$ cat src/design/prfd_pkg.sv
`timescale 1ns / 1ps

package prfd_pkg;

    localparam int PIXELS_PER_RESULT = 4;
    localparam int QUEUE_DEPTH       = 4;
    localparam int QPTR_W            = $clog2(QUEUE_DEPTH);
    localparam int QCNT_W            = $clog2(QUEUE_DEPTH + 1);
    localparam int CFG_W             = 23;
    localparam int RGB_W             = 24;
    localparam int RUN_W             = 9;
    localparam int CNT_W             = 3;

    localparam logic [CFG_W-1:0] FRAME_PIXELS_RESET = 23'd65536;
    localparam logic [RUN_W-1:0] FULL_RUN           = 9'd256;

    typedef enum logic {
        MODE_PALETTE = 1'b0,
        MODE_RUN     = 1'b1
    } t_mode;

    // one classified item as it waits in the queue
    typedef struct packed {
        t_mode            mode;
        logic [RUN_W-1:0] run_len;
        logic [7:0]       index;
        logic             in_range;
        logic [RGB_W-1:0] color;
    } t_cmd;

    typedef struct packed {
        logic full;
        logic empty;
    } t_q_stat;

endpackage

$ cat src/design/prfd_in_if.sv
`timescale 1ns / 1ps

interface prfd_in_if;
    import prfd_pkg::*;

    logic             valid;
    logic             ready;
    logic             mode;
    logic [7:0]       run_length;
    logic [7:0]       color_index;
    logic [RGB_W-1:0] palette_color;

    modport source (
        output valid, mode, run_length, color_index, palette_color,
        input  ready
    );

    modport sink (
        input  valid, mode, run_length, color_index, palette_color,
        output ready
    );
endinterface

$ cat src/design/prfd_front.sv
`timescale 1ns / 1ps

module prfd_front #(
    parameter int PALETTE_SIZE = 256
) (
    input  logic           i_clk,
    input  logic           i_rst_n,
    prfd_in_if.sink        i_item,
    input  logic           i_q_full,
    output logic           o_push,
    output prfd_pkg::t_cmd o_cmd
);
    import prfd_pkg::*;

    localparam logic [8:0] PAL_LIMIT = 9'(PALETTE_SIZE);

    logic r_valid;
    logic n_valid;
    t_cmd r_cmd;
    t_cmd n_cmd;
    logic push;
    logic take;
    logic keep;

    // palette writes beyond the palette are dropped here
    assign push = r_valid && !i_q_full;
    assign i_item.ready = !r_valid || push;
    assign take = i_item.valid && i_item.ready;
    assign keep = (i_item.mode == MODE_RUN) || ({1'b0, i_item.color_index} < PAL_LIMIT);

    always_comb begin
        n_valid = r_valid && !push;
        n_cmd = r_cmd;
        if (take) begin
            n_valid          = keep;
            n_cmd.mode       = t_mode'(i_item.mode);
            n_cmd.run_len    = (i_item.run_length == 8'd0) ? FULL_RUN
                                                           : {1'b0, i_item.run_length};
            n_cmd.index      = i_item.color_index;
            n_cmd.in_range   = {1'b0, i_item.color_index} < PAL_LIMIT;
            n_cmd.color      = i_item.palette_color;
        end
    end

    always_ff @(posedge i_clk) begin
        if (!i_rst_n) begin
            r_valid <= 1'b0;
        end else begin
            r_valid <= n_valid;
        end
        r_cmd <= n_cmd;
    end

    assign o_push = push;
    assign o_cmd  = r_cmd;
endmodule

$ cat src/flat_wrapper.sv
// flat-port wrapper written by rule: the top's interface ports become plain ports
module prfd_front_flat import prfd_pkg::*;
#(
    parameter int PALETTE_SIZE = 256
)
  (i_clk, i_rst_n, i_q_full, o_push, o_cmd, i_item_valid, i_item_mode, i_item_run_length, i_item_color_index, i_item_palette_color, i_item_ready);
  prfd_in_if i_item_i ();
  input  logic i_clk;
  input  logic i_rst_n;
  input  logic i_q_full;
  output logic o_push;
  output prfd_pkg::t_cmd o_cmd;
  input wire logic [$bits(i_item_i.valid)-1:0] i_item_valid;
  input wire logic [$bits(i_item_i.mode)-1:0] i_item_mode;
  input wire logic [$bits(i_item_i.run_length)-1:0] i_item_run_length;
  input wire logic [$bits(i_item_i.color_index)-1:0] i_item_color_index;
  input wire logic [$bits(i_item_i.palette_color)-1:0] i_item_palette_color;
  output wire logic [$bits(i_item_i.ready)-1:0] i_item_ready;
  assign i_item_i.valid = i_item_valid;
  assign i_item_i.mode = i_item_mode;
  assign i_item_i.run_length = i_item_run_length;
  assign i_item_i.color_index = i_item_color_index;
  assign i_item_i.palette_color = i_item_palette_color;
  assign i_item_ready = i_item_i.ready;
  prfd_front #(.PALETTE_SIZE(PALETTE_SIZE)) u_core (.i_clk(i_clk), .i_rst_n(i_rst_n), .i_item(i_item_i), .i_q_full(i_q_full), .o_push(o_push), .o_cmd(o_cmd));
endmodule
$ cat config.mk
export PLATFORM = sky130hd
export DESIGN_NAME = prfd_front_flat
export DESIGN_NICKNAME = d
export VERILOG_FILES = /design/src/design/prfd_pkg.sv /design/src/design/prfd_in_if.sv /design/src/design/prfd_front.sv /design/src/flat_wrapper.sv
export SDC_FILE = /design/constraint.sdc
export NUM_CORES = 1
export LEC_CHECK = 0
export BUFFER_PORTS_ARGS = -buffer_cell sky130_fd_sc_hd__buf_2
export CORE_UTILIZATION = 44
export DETAILED_ROUTE_END_ITERATION = 8
export HOLD_SLACK_MARGIN = 0.05
export MAX_ROUTING_LAYER = met4
export PLACE_DENSITY = 0.83
export SLEW_MARGIN = 40
export SYNTH_ARGS = -nofsm -noshare
export SYNTH_HDL_FRONTEND = slang
export SYNTH_SLANG_ARGS = --single-unit
export TNS_END_PERCENT = 100
$ cat constraint.sdc
create_clock -name i_clk -period 5.8 [get_ports i_clk]
set_input_delay 1.16 -clock i_clk [delete_from_list [all_inputs] [get_ports i_clk]]
set_output_delay 1.16 -clock i_clk [all_outputs]
set_load 0.05 [all_outputs]
==> impl_metrics.ini <==
[synthesis]
yosysTopAreaCellShare_pct = 91.7
synth.cell_area_mm2 = 0.00138
synthArstFlopShare_pct = 0
ys_ff_latch = 43
seq_area_frac_synth_pct = 93.2
synth_nets = 106
ys_types = 12
synth_edf_count = 42
netlist_instances = 61
synth_common_cells = edfxtp_1, clkbuf_1, nor2b_1, or4_1
yosys.area.top_type = edfxtp_1
avgSynthCellArea_um2 = 22.5
ys.flop_type = edfxtp_1
yosys-top-cells-area = edfxtp_1, clkbuf_1, dfxtp_1, or4_1, nor2b_1
synth_most_common_cell = edfxtp_1
ys_warn_count = 0

[global_route]
antenna_found_initial = 0
grt.total_usage_pct = 15.9
grt_overflow = 0
grt_pass1_vias = 826
grt_pass1_wl_um = 3660
grt_max_degree = 43

[worst_hold_path]
hold_start = u_core.r_valid
hold_end = u_core.r_valid
min_path_type = reg -> reg
whs_path_depth = 2

[floorplanning]
die_h_um = 57.9
core_region_area_mm2 = 0.00285
die-area_mm2 = 0.00335
num_rows = 19
start_util_pct = 48.2
fp.dieW_um = 57.9
ios = 90

[clocking]
root_buffer = clkbuf_4
clock_sinks = 43
h-tree-depth = 2
ctsResizeCount = 0
cts_hold_buffers = 0
clockBufferDepth = 2
clk_transition_reported_paths_ps = 120
clock_latency_ps = 330
cts_setup_buffers = 0
cts_made_buffers = 5
cts_tree = done

[layout]
multi_input_area_um2 = 52.6
fin_util_pct = 67.1
drive_above_1_share_pct = 64.9
syn2layout_area_growth_pct = 39.2
n_fill_cell = 200
nNetsFinal = 192
fin_area_mm2 = 0.00191
diodes = 0
seq_area_mm2 = 0.00128

[detailed_routing]
drc = 10
antenna_left = 0
vias = 835
totalWireLength_um = 2530
dr.pass1.iters = 6
post_drt_wl_per_cell_um = 14.1
drt_iter0_drc = 32
via_per_inst = 4.66

[critical_path]
reg2reg_slack_ps = 4520
crit_path_top_delay_cell = buf_2
crit_path_max_incr_delay_ps = 260
critPathRequiredTime_ps = 4640
timing.rr.end = u_core.o_cmd[23]
startpoint = i_q_full
end_kind = primary output
cp_max_fo = 3
crit_path_start_kind = primary input
reg2reg_depth = 2
cp_common_cell = buf_2
crit-reg2reg-launch = u_core.r_valid
crit_chain = buf_2 > nor2b_1 > buf_2
worst_ep_arrival_time_ps = 1620
crit_type = in -> out

[sta]
timing.final.crit_period_ps = 2780
max_freq_mhz = 360
hold_viol = 0
setup_viol = 0
relSlewSlack_pct = 64.4
fin_crit_sh_pct = 47.9
rsz0062_at_grt = false
worst_pin_slew_ps = 534
fin_setup_tns_ps = 0
finalClockSkew_ps = 4.38
drv_slew = 0

[power_and_ir_drop]
p_per_area_mw_per_mm2 = 362
leakagePower_nw = 0.832
ir_drop_v = 0.000177

[run_status]
violations = DRC
outcome = complete, but fails checks

[placed_design]
placed_area_mm2 = 0.00181
routabilityCongestion = 0.674
port_buffers = 88

[job]
cap_violations = 0
==> registers in the layout, summed over array words and instances (netlist names) <==
name / cells
u_core.o_cmd: 42
u_core.r_valid: 1
==> stage by stage <==
step,total power (W),setup slack [ps],hold WS (ps),instances
floorplan,0.000448,2780,487,61
detailed placement,0.000478,3020,545,171
global route,0.000715,2970,619,179
finish,0.000693,3020,555,179
CTS,0.000700,3020,564,179
global placement,0.000475,3020,504,171
==> area by class of cell <==
| class | instances | area share (%) |
|---|---|---|
| multi-input combinational | 9 | 2.75 |
| clock inverter | 2 | 3.14 |
| sequential | 43 | 66.9 |
| clock buffer | 6 | 2.16 |
| tap | 31 | 2.03 |
| timing repair buffer | 88 | 23.0 |
==> metal layers <==
layer	track usage, %	up-vias	wire length (um)
li1	-	394	-
met1	16.5	376	953
met2	26.8	65	1290
met3	6.70	0	281
met4	5.78	0	0
met5	-	-	0
==> how the worst max path moves through the flow <==
stage                           end
global route                 o_push
detailed placement           o_push
finish                       o_push
CTS                          o_push
global placement             o_push
floorplan           u_core.o_cmd[0]
==> logic make-up (layout without fill, tap and decap cells) <==
family | Yosys count | in the layout | synth area share, %
other | 1 | 1 | 0.273
AO/OA/AOI/OAI | 1 | 1 | 0.364
buffers and inverters | 9 | 96 | 3.19
flip-flops | 43 | 43 | 93.2
AND/OR/NAND/NOR | 7 | 7 | 3.00
==> power breakdown <==
group	internal, W	switching, W	total [W]	leakage (nW)
Clock	0.000135	0.0000877	0.000222	0.0525
Sequential	0.000362	0.00000434	0.000366	0.415
Combinational	0.0000229	0.0000811	0.000104	0.364
Total	0.000520	0.000173	0.000693	0.832
==> layout by cell type (no fill, tap or decap) <==
cell type | Yosys | routed
or4_1 | 2 | 2
and2_4 | 0 | 1
conb_1 | 1 | 1
buf_2 | 0 | 88
nor2b_1 | 2 | 2
dfxtp_1 | 1 | 1
clkbuf_1 | 7 | 1
edfxtp_1 | 42 | 42
nor2_1 | 1 | 1
a21oi_1 | 1 | 1
bufinv_16 | 0 | 2
clkbuf_4 | 0 | 5
nand2_1 | 1 | 1
==> worst max-delay path, delay by kind of cell <==
family | cells | cell delay (ps)
AND/OR/NAND/NOR | 1 | 90
buffers and inverters | 2 | 370
No activity file was read; power rests on OpenSTA's default activity.
