==> config.mk <==
export PLATFORM = sky130hd
export DESIGN_NAME = prfd_fifo
export DESIGN_NICKNAME = d
export VERILOG_FILES = /design/src/design/prfd_pkg.sv /design/src/design/prfd_fifo.sv
export SDC_FILE = /design/constraint.sdc
export NUM_CORES = 1
export LEC_CHECK = 0
export ABC_CLOCK_PERIOD_IN_PS = 2300
export BUFFER_PORTS_ARGS = -buffer_cell sky130_fd_sc_hd__buf_2
export CAP_MARGIN = 30
export CORE_AREA = 2 2 153 155
export DETAILED_ROUTE_END_ITERATION = 7
export DIE_AREA = 0 0 155 157
export HOLD_SLACK_MARGIN = 0.03
export PLACE_DENSITY = 0.57
export SETUP_SLACK_MARGIN = 0.5
export SYNTH_ARGS = -nofsm -noshare
export SYNTH_HDL_FRONTEND = slang
export SYNTH_SLANG_ARGS = --single-unit
==> constraint.sdc <==
create_clock -name i_clk -period 2.3 [get_ports i_clk]
set_clock_uncertainty 0.2 [all_clocks]
set_input_delay 0.115 -clock i_clk [delete_from_list [all_inputs] [get_ports i_clk]]
set_output_delay 0.115 -clock i_clk [all_outputs]
set_load 0.02 [all_outputs]
==> src/design/prfd_pkg.sv <==
`timescale 1ns / 1ps

package prfd_pkg;

    localparam int PIXELS_PER_RESULT = 4;
    localparam int QUEUE_DEPTH       = 4;
    localparam int QPTR_W            = $clog2(QUEUE_DEPTH);
    localparam int QCNT_W            = $clog2(QUEUE_DEPTH + 1);
    localparam int CFG_W             = 23;
    localparam int RGB_W             = 24;
    localparam int RUN_W             = 9;
    localparam int CNT_W             = 3;

    localparam logic [CFG_W-1:0] FRAME_PIXELS_RESET = 23'd65536;
    localparam logic [RUN_W-1:0] FULL_RUN           = 9'd256;

    typedef enum logic {
        MODE_PALETTE = 1'b0,
        MODE_RUN     = 1'b1
    } t_mode;

    // one classified item as it waits in the queue
    typedef struct packed {
        t_mode            mode;
        logic [RUN_W-1:0] run_len;
        logic [7:0]       index;
        logic             in_range;
        logic [RGB_W-1:0] color;
    } t_cmd;

    typedef struct packed {
        logic full;
        logic empty;
    } t_q_stat;

endpackage

==> src/design/prfd_fifo.sv <==
`timescale 1ns / 1ps

module prfd_fifo (
    input  logic              i_clk,
    input  logic              i_rst_n,
    input  logic              i_push,
    input  prfd_pkg::t_cmd    i_cmd,
    input  logic              i_pop,
    output prfd_pkg::t_cmd    o_cmd,
    output prfd_pkg::t_q_stat o_stat
);
    import prfd_pkg::*;

    t_cmd              r_mem [QUEUE_DEPTH];
    logic [QPTR_W-1:0] r_wr_ptr;
    logic [QPTR_W-1:0] r_rd_ptr;
    logic [QCNT_W-1:0] r_count;
    logic [QPTR_W-1:0] n_wr_ptr;
    logic [QPTR_W-1:0] n_rd_ptr;
    logic [QCNT_W-1:0] n_count;

    always_comb begin
        n_wr_ptr = i_push ? r_wr_ptr + QPTR_W'(1) : r_wr_ptr;
        n_rd_ptr = i_pop  ? r_rd_ptr + QPTR_W'(1) : r_rd_ptr;
        n_count  = r_count;
        if (i_push && !i_pop) begin
            n_count = r_count + QCNT_W'(1);
        end else if (!i_push && i_pop) begin
            n_count = r_count - QCNT_W'(1);
        end
    end

    always_ff @(posedge i_clk) begin
        if (!i_rst_n) begin
            r_wr_ptr <= '0;
            r_rd_ptr <= '0;
            r_count  <= '0;
        end else begin
            r_wr_ptr <= n_wr_ptr;
            r_rd_ptr <= n_rd_ptr;
            r_count  <= n_count;
        end
        if (i_push) begin
            r_mem[r_wr_ptr] <= i_cmd;
        end
    end

    assign o_cmd        = r_mem[r_rd_ptr];
    assign o_stat.full  = (r_count == QCNT_W'(QUEUE_DEPTH));
    assign o_stat.empty = (r_count == '0);
endmodule

==> load_flow_metrics.sql, run 1 <==
INSERT INTO impl_metrics (metric_group, metric, value, unit) VALUES
('grt', 'initial_antenna_violation_count', '1', ''),
('die', 'floorplan.die.width', '155', 'um'),
('synth', 'ys_seq_area_frac', '0.7972', ''),
('synth', 'yosys-top-cells-count', 'sky130_fd_sc_hd__edfxtp_1 (172), sky130_fd_sc_hd__mux4_2 (40), sky130_fd_sc_hd__and2_1 (9), sky130_fd_sc_hd__dfxtp_1 (9), sky130_fd_sc_hd__ha_1 (5)', ''),
('sta', 'rsz0062_at_grt', 'yes', ''),
('cts', 'path_clk_slew', '0.06', 'ns'),
('sta', 'finalSetupViolCount', '0', ''),
('synth', 'mappedNetlistArea', '6705', 'um^2'),
('place', 'io_buffer_count', '91', ''),
('cts', 'cts_root_buffer', 'sky130_fd_sc_hd__clkbuf_16', ''),
('synth', 'post-synth-top-count-cell', 'sky130_fd_sc_hd__edfxtp_1', ''),
('layout', 'register_area', '5353', 'um^2'),
('outcome', 'status', 'finished clean', ''),
('sta', 'final-max-slew-violation-count', '0', ''),
('place', 'dp_hpwl', '7734', 'um'),
('synth', 'synthesis.instances', '268', ''),
('route', 'highest-signal-layer', 'met4', ''),
('synth', 'synth_warnings', '0', ''),
('synth', 'edff_count_synth', '172', ''),
('sta', 'hold_viol_final', '0', ''),
('die', 'area_of_the_die', '24340', 'um^2'),
('critical_path', 'critical_path.cell_chain', 'clkbuf_4 > buf_12 > mux4_2 > buf_2', ''),
('synth', 'ys_top_cells_by_area', 'sky130_fd_sc_hd__edfxtp_1 (77%), sky130_fd_sc_hd__mux4_2 (13%), sky130_fd_sc_hd__dfxtp_1 (2.7%)', ''),
('route', 'drc_errors', '0', ''),
('sta', 'fin_tns_setup', '0', 'ns'),
('power_and_ir_drop', 'share_clk_of_total_power', '0.372', ''),
('grt', 'global_route_wire_length_before_repair', '20000', 'um'),
('route', 'met3_length', '573', 'um'),
('layout', 'areaGrowthSynthToFinish', '32.88', '%'),
('grt', 'grt_pass1_vias', '3508', ''),
('synth', 'mean_instance_size_in_the_synthesized_netlist', '25.02', 'um^2'),
('cts', 'htree_levels', '4', ''),
('cts', 'clkLatencyLatePin', '0.42', 'ns'),
('critical_path', 'worst_setup_path_end_kind', 'primary output', ''),
('die', 'top_level_ports', '92', ''),
('job', 'timing.max_cap.violations', '0', ''),
('cts', 'cts_buffer_depth', '2', ''),
('die', 'chipHeight', '157', 'um'),
('sta', 'min_period', '2.072', 'ns'),
('layout', 'multi_input_comb_area', '1235', 'um^2'),
('route', 'via_per_inst', '4.340', ''),
('route', 'avgRoutedWirePerCell', '17.76', 'um'),
('cts', 'tritoncts_clock_tree', 'done', ''),
('sta', 'slew-limit-headroom', '0.7326', ''),
('route', 'met2_wirelength', '6694', 'um'),
('critical_path', 'critical_path.n_buffers_inverters', '3', ''),
('synth', 'netlist.area_leader.share', '0.7703', ''),
('cts', 'cts-buffers-inserted', '17', ''),
('die', 'count_of_standard_cell_rows', '55', ''),
('layout', 'n_fill_cell', '2015', ''),
('power_and_ir_drop', 'ir_worst_vdd', '447.5', 'uV'),
('sta', 'fin_crit_sh', '0.9010', ''),
('route', 'ant_nets', '0', ''),
('sta', 'worst_slew_pin_slew', '0.4011', 'ns'),
('route', 'first_iter_violations', '147', ''),
('grt', 'gr-total-overflow', '0', ''),
('critical_path', 'cp_top_family', 'multiplexers', ''),
('route', 'length_of_the_first_detailed_routing_pass_in_iterations', '4', ''),
('critical_path', 'crit_path_top_delay_cell', 'sky130_fd_sc_hd__mux4_2', ''),
('layout', 'layout_cells_sized_above_1', '0.4143', ''),
('place', 'gp_congestion', '0.6689', ''),
('die', 'core_region_area', '22500', 'um^2'),
('power_and_ir_drop', 'power_frac_seq', '0.494', ''),
('route', 'detailroute.via_count', '3190', ''),
('synth', 'synthDominantAreaCellType', 'sky130_fd_sc_hd__edfxtp_1', ''),
('critical_path', 'worst-endpoint-arrival', '1.76', 'ns'),
('synth', 'ys_ff_latch', '181', ''),
('critical_path', 'worst-endpoint-required', '1.99', 'ns'),
('grt', 'grt_use_total', '0.1127', ''),
('layout', 'final_net_count', '489', ''),
('power_and_ir_drop', 'p_comb_frac', '0.133', '');
per-layer routing:
layer,vias up,GRT usage
met5,-,0
met4,0,0.03175
met3,9,0.03249
met2,80,0.1960
met1,1639,0.1375
li1,1462,-
cell families after synthesis:
kind of cell             Yosys count  synth area share
AND/OR/NAND/NOR                   15           0.01362
flip-flops                       181            0.7972
adder cells (fa/ha/maj)            6           0.01232
buffers and inverters             14           0.01941
AO/OA/AOI/OAI                      2          0.001866
XOR/XNOR                           5          0.006532
multiplexers                      45            0.1491
metrics by stage:
| step | util | worst slack, ns | instance area [um^2] | instances | hold slack, ns |
|---|---|---|---|---|---|
| 2_1_floorplan | - | 0.5763 | 6710 | 268 | 0.01387 |
| 3_3_place_gp | 0.3362 | 0.4471 | 7565 | 646 | 0.1251 |
| 3_5_place_dp | 0.3362 | 0.3832 | 7565 | 646 | 0.1340 |
| 4_1_cts | 0.3858 | 0.1451 | 8682 | 730 | 0.04779 |
| 5_1_grt | 0.3958 | 0.1583 | 8907 | 734 | 0.06250 |
| 6_report | 0.3959 | 0.2277 | 8910 | 735 | 0.05808 |
repair_timing:
action | CTS | global route
hold endpoints to repair | 181 | 0
hold buffers | 47 | 0
cloned | 0 | 2
setup buffers | 5 | 2
resized for setup | 2 | 49
setup endpoints to repair | 43 | 44
power groups by stage:
| stage | registers [mW] | logic (mW) | clock network (mW) |
|---|---|---|---|
| after floorplan | 3.88 | 0.558 | 0 |
| after global placement | 3.91 | 0.817 | 0 |
| after detailed placement | 3.92 | 0.832 | 0 |
| after CTS | 3.83 | 0.934 | 2.97 |
| after global routing | 3.84 | 1.12 | 3.10 |
| final | 3.83 | 1.03 | 2.88 |
cells in the final DEF (no fill, tap or decap):
| master | n |
|---|---|
| sky130_fd_sc_hd__dlygate4sd3_1 | 47 |
| sky130_fd_sc_hd__clkbuf_4 | 1 |
| sky130_fd_sc_hd__dfxtp_1 | 7 |
| sky130_fd_sc_hd__bufinv_16 | 3 |
| sky130_fd_sc_hd__inv_1 | 4 |
| sky130_fd_sc_hd__ha_1 | 5 |
| sky130_fd_sc_hd__mux4_1 | 3 |
| sky130_fd_sc_hd__buf_4 | 8 |
| sky130_fd_sc_hd__mux2i_1 | 2 |
| sky130_fd_sc_hd__buf_2 | 70 |
| sky130_fd_sc_hd__clkinvlp_4 | 2 |
| sky130_fd_sc_hd__clkbuf_16 | 19 |
| sky130_fd_sc_hd__nor3b_1 | 1 |
| sky130_fd_sc_hd__edfxtp_1 | 172 |
| sky130_fd_sc_hd__clkbuf_1 | 3 |
| sky130_fd_sc_hd__buf_12 | 8 |
| sky130_fd_sc_hd__nand2_1 | 1 |
| sky130_fd_sc_hd__buf_6 | 23 |
| sky130_fd_sc_hd__inv_6 | 2 |
| sky130_fd_sc_hd__mux4_2 | 40 |
| sky130_fd_sc_hd__and2_1 | 5 |
| sky130_fd_sc_hd__a21boi_1 | 1 |
| sky130_fd_sc_hd__and2_2 | 4 |
| sky130_fd_sc_hd__nor3_1 | 1 |
| sky130_fd_sc_hd__fa_1 | 1 |
| sky130_fd_sc_hd__clkinv_4 | 2 |
| sky130_fd_sc_hd__clkinv_1 | 1 |
| sky130_fd_sc_hd__diode_2 | 1 |
| sky130_fd_sc_hd__clkinv_2 | 2 |
| sky130_fd_sc_hd__xor2_1 | 3 |
| sky130_fd_sc_hd__xnor2_1 | 2 |
| sky130_fd_sc_hd__o21ai_0 | 1 |
| sky130_fd_sc_hd__nor2b_1 | 2 |
| sky130_fd_sc_hd__or3_1 | 1 |
| sky130_fd_sc_hd__dfxtp_4 | 2 |
path summary, 6_finish.rpt:
| kind | from | end | slack (ns) | depth (start not counted) |
|---|---|---|---|---|
| worst min register to register | r_count[2]$_SDFFE_PN0P_ | r_count[2]$_SDFFE_PN0P_ | 0.34 | 2 |
| worst max register to register | r_count[0]$_SDFFE_PN0P_ | r_count[2]$_SDFFE_PN0P_ | 0.58 | 4 |
| worst min-delay path | i_push | r_mem[1][14]$_DFFE_PP_ | 0.06 | 2 |
| worst max-delay path | flip-flop | o_cmd[40] | 0.23 | 4 |
worst reg2reg max path, stage by stage, from the launching register on:
cell                       delay (ns)
sky130_fd_sc_hd__dfxtp_1         0.36
sky130_fd_sc_hd__fa_1            0.44
sky130_fd_sc_hd__xor2_1          0.17
sky130_fd_sc_hd__or3_1           0.31
sky130_fd_sc_hd__a21boi_1        0.17
flip-flops by register name (all words and copies together), names as in the netlist, named ones only:
signal / count
r_mem: 172
r_count: 3
r_wr_ptr: 2
r_rd_ptr: 2
layout make-up:
class	count	area share
multi-input cells	73	0.1386
clock buffers	20	0.04901
well taps	285	0.04002
diodes	1	0.0002809
clock inverters	12	0.01727
inverters	4	0.001685
repair buffers	159	0.1524
flip-flops and latches	181	0.6008
Power figures use the tool's default switching activity.
==> inputs of run 2 (changes only) <==
==> constraint.sdc (replaced) <==
create_clock -name i_clk -period 2.3 [get_ports i_clk]
set_clock_uncertainty 0.2 [all_clocks]
set_input_delay 0.23 -clock i_clk [delete_from_list [all_inputs] [get_ports i_clk]]
set_output_delay 0.23 -clock i_clk [all_outputs]
set_load 0.02 [all_outputs]
==> run 2 against run 1 <==
Net effect:
- cell area fell by 3.5%
- via count increased by 0.19%
- worst hold slack improved by 0.14 ns
- combinational power decreased by 13%
- maximum frequency down 5.3%
- die area is the same
- routed wire length is 0.79% lower
- sequential cell count unchanged
- sequential power is essentially flat
- worst setup slack worse by 0.11 ns
- non-clock buffer count down 6
- critical endpoint is now o_cmd[36]
- largest cell class unchanged
==> load_flow_metrics.sql, run 2 (synthesized netlist as in run 1, its figures left out) <==
INSERT INTO impl_metrics (metric_group, metric, value, unit) VALUES
('critical_path', 'cp_num_cells', '4', ''),
('grt', 'gr-total-overflow', '0', ''),
('layout', 'registers_with_the_most_flip_flops', 'r_mem x172, r_count x3', ''),
('place', 'dp_hpwl', '7711', 'um'),
('place', 'placed_cells_incl_taps', '647', ''),
('cts', 'cts_root_buffer', 'sky130_fd_sc_hd__clkbuf_16', ''),
('job', 'timing.max_cap.violations', '0', ''),
('die', 'initial_utilization', '0.2980', ''),
('die', 'chipHeight', '157', 'um'),
('critical_path', 'r2r.worst_path.cells', '4', ''),
('min_path', 'hold_path.class', 'input pin to flip-flop', ''),
('cts', 'tritoncts_clock_tree', 'done', ''),
('critical_path', 'critical_path.cell_chain', 'buf_4 > buf_12 > mux4_2 > buf_2', ''),
('route', 'first_iter_violations', '165', ''),
('layout', 'layout_cells_sized_above_1', '0.4104', ''),
('power_and_ir_drop', 'ir_worst_vdd', '413.5', 'uV'),
('cts', 'cts-buffers-inserted', '17', ''),
('sta', 'post-route-worst-setup-slack', '0.1128', 'ns'),
('sta', 'slew-limit-headroom', '0.6922', ''),
('sta', 'min_period', '2.187', 'ns'),
('die', 'floorplan.die.width', '155', 'um'),
('critical_path', 'crit_path_top_delay_cell', 'sky130_fd_sc_hd__mux4_2', ''),
('sta', 'fmax_achieved', '0.4572', 'GHz'),
('critical_path', 'worst-setup-path-type', 'flip-flop to primary output', ''),
('route', 'ant_nets', '0', ''),
('critical_path', 'crit_fanout', '7', ''),
('route', 'detailroute.via_count', '3196', ''),
('sta', 'finalSetupViolCount', '0', ''),
('layout', 'top_register', 'r_mem', ''),
('place', 'io_buffer_count', '91', ''),
('die', 'area_of_the_die', '24340', 'um^2'),
('power_and_ir_drop', 'power-per-cell-area', '874.9', 'nW/um^2'),
('sta', 'final-max-slew-violation-count', '0', ''),
('grt', 'initial_antenna_violation_count', '0', ''),
('route', 'avgRoutedWirePerCell', '17.84', 'um'),
('route', 'via_per_inst', '4.402', ''),
('min_path', 'worstHoldPathCells', '5', ''),
('route', 'length_of_the_first_detailed_routing_pass_in_iterations', '4', ''),
('layout', 'most-common-layout-cells', 'sky130_fd_sc_hd__edfxtp_1 (172), sky130_fd_sc_hd__buf_2 (91), sky130_fd_sc_hd__dlygate4sd3_1 (47)', ''),
('cts', 'cts_sinks', '181', ''),
('route', 'drt_wl_total', '12950', 'um'),
('die', 'core_region_area', '22500', 'um^2'),
('grt', 'grt_pass1_vias', '3425', ''),
('critical_path', 'kind_of_start_point_of_the_critical_path', 'flip-flop', ''),
('layout', 'max_ffs_per_register', '172', ''),
('sta', 'rsz0062_at_grt', 'yes', ''),
('cts', 'clkLatencyLatePin', '0.42', 'ns'),
('grt', 'global_route_wire_length_before_repair', '19640', 'um'),
('sta', 'fin_crit_sh', '0.9509', ''),
('critical_path', 'worst-endpoint-arrival', '1.76', 'ns'),
('power_and_ir_drop', 'leakage', '2.950', 'nW'),
('cts', 'path_clk_slew', '0.07', 'ns'),
('place', 'dpl_worst_slack', '0.3503', 'ns'),
('layout', 'areaGrowthSynthToFinish', '28.20', '%'),
('critical_path', 'worst_setup_path_end_kind', 'primary output', ''),
('layout', 'final_net_count', '483', ''),
('outcome', 'status', 'finished clean', ''),
('die', 'top_level_ports', '92', ''),
('route', 'drc_errors', '0', ''),
('critical_path', 'critical_path.n_buffers_inverters', '3', ''),
('layout', 'antenna_cells_inserted', '0', ''),
('place', 'gp_congestion', '0.6681', ''),
('sta', 'worst_slew_pin_slew', '0.4616', 'ns'),
('sta', 'hold_viol_final', '0', ''),
('grt', 'pin_count_of_the_biggest_net_entering_global_routing', '31', ''),
('critical_path', 'cp_top_family', 'multiplexers', ''),
('die', 'count_of_standard_cell_rows', '55', ''),
('layout', 'mostFrequentLayoutCell', 'sky130_fd_sc_hd__edfxtp_1', ''),
('cts', 'htree_levels', '4', ''),
('layout', 'instances_no_fill', '726', ''),
('critical_path', 'worst-endpoint-required', '1.87', 'ns'),
('sta', 'fin_tns_setup', '0', 'ns'),
('critical_path', 'worst_path_largest_cell_delay', '0.50', 'ns'),
('grt', 'grt_use_total', '0.1121', ''),
('cts', 'cts_buffer_depth', '2', '');
[run 2: changes by cell type in the layout (fill, tap and decap cells not counted), sizes merged]
cell,change
diode,-1
clkbuf,-6
inv,+1
clkinv,+2
clkinvlp,-1
bufinv,-1
buf,-3
[run 2: per-layer routing]
metal,track usage,share of wire,vias up
met5,0,0,-
met4,0.04497,0.016,0
met3,0.03029,0.036,15
met2,0.1943,0.52,60
met1,0.1332,0.43,1675
li1,-,-,1446
[run 2: timing repair]
action,4_1_cts,5_1_grt
endpoints found under the hold margin,181,0
endpoints found under the setup margin,43,47
gates resized for setup,1,6
hold buffers,47,0
buffers inserted,1,1
[run 2: final cells by class]
class / count / area, um^2
fill: 2043 / 13910
timing repair buffer: 153 / 1084
sequential: 181 / 5350
clock inverter: 13 / 133.9
clock buffer: 17 / 425.4
multi-input combinational: 73 / 1231
tap: 285 / 356.6
inverter: 4 / 15.01
[run 2: report_power, final]
part	switching (mW)	total, mW	internal (mW)
clock	1.21	2.79	1.59
combinational	0.492	0.901	0.409
sequential	0.0488	3.83	3.78
total	1.75	7.52	5.77
[run 2: through the flow]
| step | power [mW] | area [um^2] | utilization | hold slack (ns) |
|---|---|---|---|---|
| 2_1_floorplan | 4.442 | 6710 | - | 0.1289 |
| 3_3_place_gp | 4.722 | 7535 | 0.3348 | 0.2394 |
| 3_5_place_dp | 4.749 | 7535 | 0.3348 | 0.2452 |
| 4_1_cts | 7.617 | 8576 | 0.3811 | 0.1963 |
| 5_1_grt | 7.808 | 8596 | 0.3820 | 0.2463 |
| 6_report | 7.521 | 8596 | 0.3820 | 0.2023 |
[run 2: path summary, 6_finish.rpt]
kind                            slack [ns]                     from                      end
worst max-delay path                  0.11                flip-flop                o_cmd[36]
worst min-delay path                  0.20                    i_pop  r_count[2]$_SDFFE_PN0P_
worst max register to register        0.60  r_count[0]$_SDFFE_PN0P_  r_count[2]$_SDFFE_PN0P_
worst min register to register        0.31  r_count[2]$_SDFFE_PN0P_  r_count[2]$_SDFFE_PN0P_
[run 2: worst min-delay path, cell delays in order]
cell and delay, ns:
sky130_fd_sc_hd__buf_2 0.11, sky130_fd_sc_hd__inv_1 0.05, sky130_fd_sc_hd__ha_1 0.20, sky130_fd_sc_hd__or3_1 0.14, sky130_fd_sc_hd__a21boi_1 0.06
